<file path="src/rtl/sst_pkg.sv">
// sst_pkg: shared types and constants of the sparse triplet table
// item and result structs, controller/datapath command and status structs
// no dependencies
package sst_pkg;

  localparam int CFG_INDEX_W = 2;
  localparam int CFG_DATA_W  = 9;

  localparam logic [CFG_INDEX_W-1:0] REG_ROWS = 2'd0;
  localparam logic [CFG_INDEX_W-1:0] REG_COLS = 2'd1;

  localparam logic [CFG_DATA_W-1:0] ROWS_RESET = 9'd6;
  localparam logic [CFG_DATA_W-1:0] COLS_RESET = 9'd7;

  localparam logic OP_WRITE = 1'b0;
  localparam logic OP_READ  = 1'b1;

  localparam logic [1:0] ST_OK    = 2'd0;
  localparam logic [1:0] ST_RANGE = 2'd1;
  localparam logic [1:0] ST_FULL  = 2'd2;

  typedef struct packed {
    logic               operation;
    logic [7:0]         row;
    logic [7:0]         col;
    logic signed [31:0] value;
  } in_item_t;

  typedef struct packed {
    logic [1:0]         status;
    logic signed [31:0] read_value;
    logic [7:0]         entry_count;
  } out_item_t;

  // controller to datapath
  typedef struct packed {
    logic       load;
    logic       search;
    logic       shift;
    logic       write_key;
    logic       finish;
    logic [1:0] status;
  } cmd_t;

  // datapath to controller
  typedef struct packed {
    logic range_bad;
    logic is_read;
    logic srch_done;
    logic srch_hit;
    logic full;
    logic shift_done;
  } stat_t;

endpackage

</file>
<file path="src/rtl/sst_ctrl.sv">
// sst_ctrl: sequencer for one item: search, optional shift, optional write, result
// depends on sst_pkg
module sst_ctrl import sst_pkg::*; (
  input  logic  clk,
  input  logic  rst,
  input  logic  start,
  output logic  busy,
  input  stat_t stat,
  output cmd_t  cmd
);

  typedef enum logic [4:0] {
    S_IDLE   = 5'b00001,
    S_SEARCH = 5'b00010,
    S_SHIFT  = 5'b00100,
    S_WRITE  = 5'b01000,
    S_FINISH = 5'b10000
  } state_t;

  state_t     state;
  state_t     state_next;
  logic [1:0] item_status;
  logic [1:0] item_status_next;

  assign busy = (state != S_IDLE);

  always_comb begin
    state_next       = state;
    item_status_next = item_status;
    cmd              = '0;
    cmd.status       = item_status;
    case (state)
      S_IDLE: begin
        if (start) begin
          cmd.load         = 1'b1;
          item_status_next = ST_OK;
          state_next       = S_SEARCH;
        end
      end
      S_SEARCH: begin
        cmd.search = 1'b1;
        if (stat.range_bad) begin
          item_status_next = ST_RANGE;
          state_next       = S_FINISH;
        end else if (stat.srch_done) begin
          if (stat.is_read) begin
            state_next = S_FINISH;
          end else if (stat.srch_hit) begin
            state_next = S_WRITE;
          end else if (stat.full) begin
            item_status_next = ST_FULL;
            state_next       = S_FINISH;
          end else begin
            state_next = S_SHIFT;
          end
        end
      end
      S_SHIFT: begin
        cmd.shift = 1'b1;
        if (stat.shift_done) begin
          state_next = S_WRITE;
        end
      end
      S_WRITE: begin
        cmd.write_key = 1'b1;
        state_next    = S_FINISH;
      end
      S_FINISH: begin
        cmd.finish = 1'b1;
        state_next = S_IDLE;
      end
      default: begin
        state_next = S_IDLE;
      end
    endcase
  end

  always_ff @(posedge clk) begin
    if (rst) begin
      state       <= S_IDLE;
      item_status <= ST_OK;
    end else begin
      state       <= state_next;
      item_status <= item_status_next;
    end
  end

  a_cmd_single: assert property (@(posedge clk) disable iff (rst)
    $onehot0({cmd.load, cmd.search, cmd.shift, cmd.write_key, cmd.finish}))
    else $error("more than one datapath command at once");

  a_write_then_finish: assert property (@(posedge clk) disable iff (rst)
    cmd.write_key |=> cmd.finish)
    else $error("table write not followed by result");

  a_finish_frees: assert property (@(posedge clk) disable iff (rst)
    cmd.finish |=> !busy)
    else $error("still busy after result");

endmodule

</file>
<file path="config.mk">
export PLATFORM = sky130hd
export DESIGN_NAME = sst_ctrl
export DESIGN_NICKNAME = d
export VERILOG_FILES = /design/src/rtl/sst_pkg.sv /design/src/rtl/sst_ctrl.sv
export SDC_FILE = /design/constraint.sdc
export NUM_CORES = 1
export LEC_CHECK = 0
export ABC_AREA = 1
export BUFFER_PORTS_ARGS = -buffer_cell sky130_fd_sc_hd__buf_4
export CAP_MARGIN = 20
export CORE_AREA = 8 8 45 47
export CTS_BUF_LIST = sky130_fd_sc_hd__clkbuf_8
export DETAILED_ROUTE_END_ITERATION = 10
export DIE_AREA = 0 0 53 55
export PLACE_DENSITY_LB_ADDON = 0.12
export REMOVE_ABC_BUFFERS = 1
export SLEW_MARGIN = 0
export SYNTH_ARGS = -nofsm -noshare
export SYNTH_HDL_FRONTEND = slang
export SYNTH_SLANG_ARGS = --single-unit
</file>
<file path="constraint.sdc">
create_clock -name clk -period 1.6 [get_ports clk]
set_input_delay 0.08 -clock clk [delete_from_list [all_inputs] [get_ports clk]]
set_output_delay 0.08 -clock clk [all_outputs]
set_load 0.02 [all_outputs]
</file>
==> flow_metrics.py <==
metrics = {
    "critical_path": {
        "cp_slowest_cell": "dfxtp_1",
        "r2r-start": "state[2]$_SDFFE_PP0P_",
        "required_ns": 1.52,
        "worst_ep_arrival_time_ns": 1.22,
        "cp_slowest_stage_delay_ns": 0.32,
        "worst-path-buf-inv": 2,
        "crit_chain": "inv_1, nor2_1, nand3_2, nor2_1, buf_4",
        "crit_type": "reg -> out",
        "path_max_fanout": 4,
        "reg2reg_slack_ns": 0.41,
        "cp_top_family": "simple AND/OR/NAND/NOR gates",
        "crit_top_cell": "nor2_1",
        "cp-end-kind": "primary output",
        "start_kind": "flop",
        "ff2ff_path_depth": 8,
        "r2r_end": "item_status[1]$_SDFFE_PP0P_",
    },
    "finish": {
        "drive_gt1_share_pct": 34.1,
        "final_cell_area_um2": 662,
        "final_net_count": 101,
        "regArea_um2": 140,
        "area_growth_pct": 39.2,
        "multi_input_area_um2": 287,
        "antenna_cells": 0,
        "fillers": 151,
    },
    "worst_hold_path": {
        "hold_path_class": "in -> reg",
        "min-delay-start": "rst",
        "min_to": "state[1]$_SDFFE_PP0P_",
        "min_path_cells": 2,
    },
    "floorplanning": {
        "die_area_um2": 2920,
        "rows": 14,
        "dieHeight_um": 55,
        "core_um2": 1380,
        "start_util_pct": 34.4,
        "ioPinCount": 17,
        "dieWidth_um": 53,
    },
    "place": {
        "io_buffers": 16,
        "hpwl_mm": 1.06,
        "gp_congestion": 0.762,
        "placed_cell_area_um2": 616,
    },
    "clocking": {
        "cts.sinks": 7,
        "h-tree-depth": 1,
        "cts_root_buf": "clkbuf_8",
        "path_clk_slew_ns": 0.04,
        "cts_buffers": 3,
        "clk_path_buf_depth": 2,
        "cts-hold-fix-buffers": 0,
        "cts_resized": 0,
        "post-cts-setup-buffers": 0,
        "cts_tree": "done",
        "clock_latency_ns": 0.23,
    },
    "global_routing": {
        "antenna_found_initial": 0,
        "grt_usage_pct": 10.0,
        "grt.overflow.total": 0,
        "grt_pass1_vias": 504,
        "grt_pass1_wl_mm": 2.10,
        "grt_max_degree": 9,
    },
    "detailed_routing": {
        "totalWireLength_mm": 1.25,
        "dr_wl_met3_um": 102,
        "wl_met1_um": 509,
        "vias": 495,
        "wl_per_cell_um": 11.7,
        "first_pass_iters": 2,
        "ant_nets": 0,
        "topRoutingLayerUsed": "met3",
        "drc": 0,
        "drtIter0Drc": 3,
        "wl_met2_um": 642,
        "viasPerCell": 4.63,
    },
    "status": {
        "status": "finished clean",
    },
    "sta": {
        "skew_ns": 0.00301,
        "max_freq_mhz": 770,
        "rsz0062_at_grt": "no",
        "setup_viol": 0,
        "fin_crit_ns": 1.30,
        "hold_viol_final": 0,
        "tightestPinTransition_ns": 0.237,
        "final.setup.tns_ns": 0,
        "slew_viol_final": 0,
        "slew_headroom_pct": 84.0,
        "period_share_pct": 81.2,
    },
    "yosys": {
        "synth_area_leader_cell": "dfxtp_1",
        "syn_area_per_cell_um2": 6.70,
        "synth_area_leaders": "dfxtp_1 29%, nor2_1 11%, inv_1 8.7%, nand2_1 8.7%, nand4_1 7.9%",
        "synth.distinct_cells": 19,
        "syn_area_um2": 475,
        "synth_top_area_share_pct": 29.5,
        "ys_ff_latch": 7,
        "syn_inst": 71,
        "ys_seq_area_share_pct": 29.5,
        "ys_warn_count": 0,
    },
    "power_and_ir_drop": {
        "power_frac_comb_pct": 39.1,
        "clkPwrFrac_pct": 32.6,
        "vdd_drop_max_v": 0.000640,
        "p_seq_share_pct": 28.3,
        "p_per_area_nw_per_um2": 1170,
        "internal_power_mw": 0.489,
        "p_leak_nw": 0.340,
        "netSwitchingPower_mw": 0.286,
        "p_sw_share_pct": 36.9,
    },
    "flow_run": {
        "maxCapViolCount": 0,
    },
}
power groups by stage:
| stage | Sequential, mW | Clock (mW) | Combinational (mW) |
|---|---|---|---|
| 2_1_floorplan | 0.237 | 0 | 0.192 |
| 5_1_grt | 0.223 | 0.276 | 0.338 |
| 6_report | 0.219 | 0.253 | 0.303 |
| 3_5_place_dp | 0.223 | 0 | 0.304 |
| 3_3_place_gp | 0.222 | 0 | 0.304 |
| 4_1_cts | 0.220 | 0.259 | 0.306 |
state kept, by name (all words and copies together), names as in the netlist:
name         flops
state            5
item_status      2
stage by stage:
step	hold WS [ns]	instances	util (%)	power, mW	worst slack (ns)
after floorplan	0.149	71	-	0.429	0.291
after global placement	0.286	103	44.5	0.527	0.432
after detailed placement	0.283	103	44.5	0.527	0.410
after CTS	0.0441	107	47.8	0.785	0.294
after global routing	0.0437	107	47.8	0.837	0.189
final	0.0462	107	47.8	0.776	0.301
routing by layer:
metal	vias to the layer above	track usage, %
li1	273	-
met1	212	9.77
met2	10	17.2
met3	0	6.68
met4	0	2.59
met5	-	0
worst reg2reg max path, cell delays in order, from the launching register on:
cell     delay [ns]
dfxtp_1        0.33
nor2_4         0.19
nand2_4        0.09
nor2_8         0.14
nand3_4        0.09
nand2_2        0.08
nor2_2         0.04
nor2_1         0.08
nor2_1         0.05
Yosys cell counts:
library cell,number
nor2_1,14
inv_1,11
nand2_1,11
dfxtp_1,7
nand4_1,6
a21oi_1,3
nand3_1,3
nor3_1,3
inv_2,2
nand2_2,2
nand2_4,1
nand3_2,1
nand3_4,1
nor2_2,1
nor2_4,1
nor2_8,1
nor4_1,1
o21ai_2,1
or3_1,1
worst max path at each step:
stage                                from  depth (start not counted)                     endpoint  slack [ns]
finish              state[0]$_SDFFE_PP1P_                          5                       cmd[6]        0.30
floorplan           state[2]$_SDFFE_PP0P_                          5        state[1]$_SDFFE_PP0P_        0.29
global placement    state[3]$_SDFFE_PP0P_                          8  item_status[1]$_SDFFE_PP0P_        0.43
global route        state[0]$_SDFFE_PP1P_                          5                       cmd[6]        0.19
CTS                 state[0]$_SDFFE_PP1P_                          5                       cmd[6]        0.29
detailed placement  state[2]$_SDFFE_PP0P_                          8  item_status[1]$_SDFFE_PP0P_        0.41
area by class of cell:
cell class	count	share of cell area, %
Inverter	13	7.37
Tap cell	16	3.02
Multi-Input combinational cell	51	43.3
Clock inverter	1	0.756
Timing Repair Buffer	16	18.1
Clock buffer	3	6.24
Sequential cell	7	21.2
cells in the final DEF (no fill, tap or decap):
| cell | instances |
|---|---|
| nor2_4 | 1 |
| a21oi_1 | 3 |
| nor2_2 | 1 |
| inv_1 | 11 |
| nand2_1 | 11 |
| buf_4 | 16 |
| nand2_2 | 2 |
| nor3_1 | 3 |
| clkbuf_8 | 3 |
| clkinv_2 | 1 |
| or3_1 | 1 |
| nor4_1 | 1 |
| nand3_1 | 3 |
| dfxtp_1 | 7 |
| inv_2 | 2 |
| nor2_8 | 1 |
| nand3_4 | 1 |
| nor2_1 | 14 |
| nand4_1 | 6 |
| o21ai_2 | 1 |
| nand3_2 | 1 |
| nand2_4 | 1 |
kinds of logic after synthesis:
logic type,synth area share (%)
AO/OA/AOI/OAI,5.00
buffers and inverters,10.3
AND/OR/NAND/NOR,55.3
flip-flops,29.5
Power figures use the tool's default switching activity.
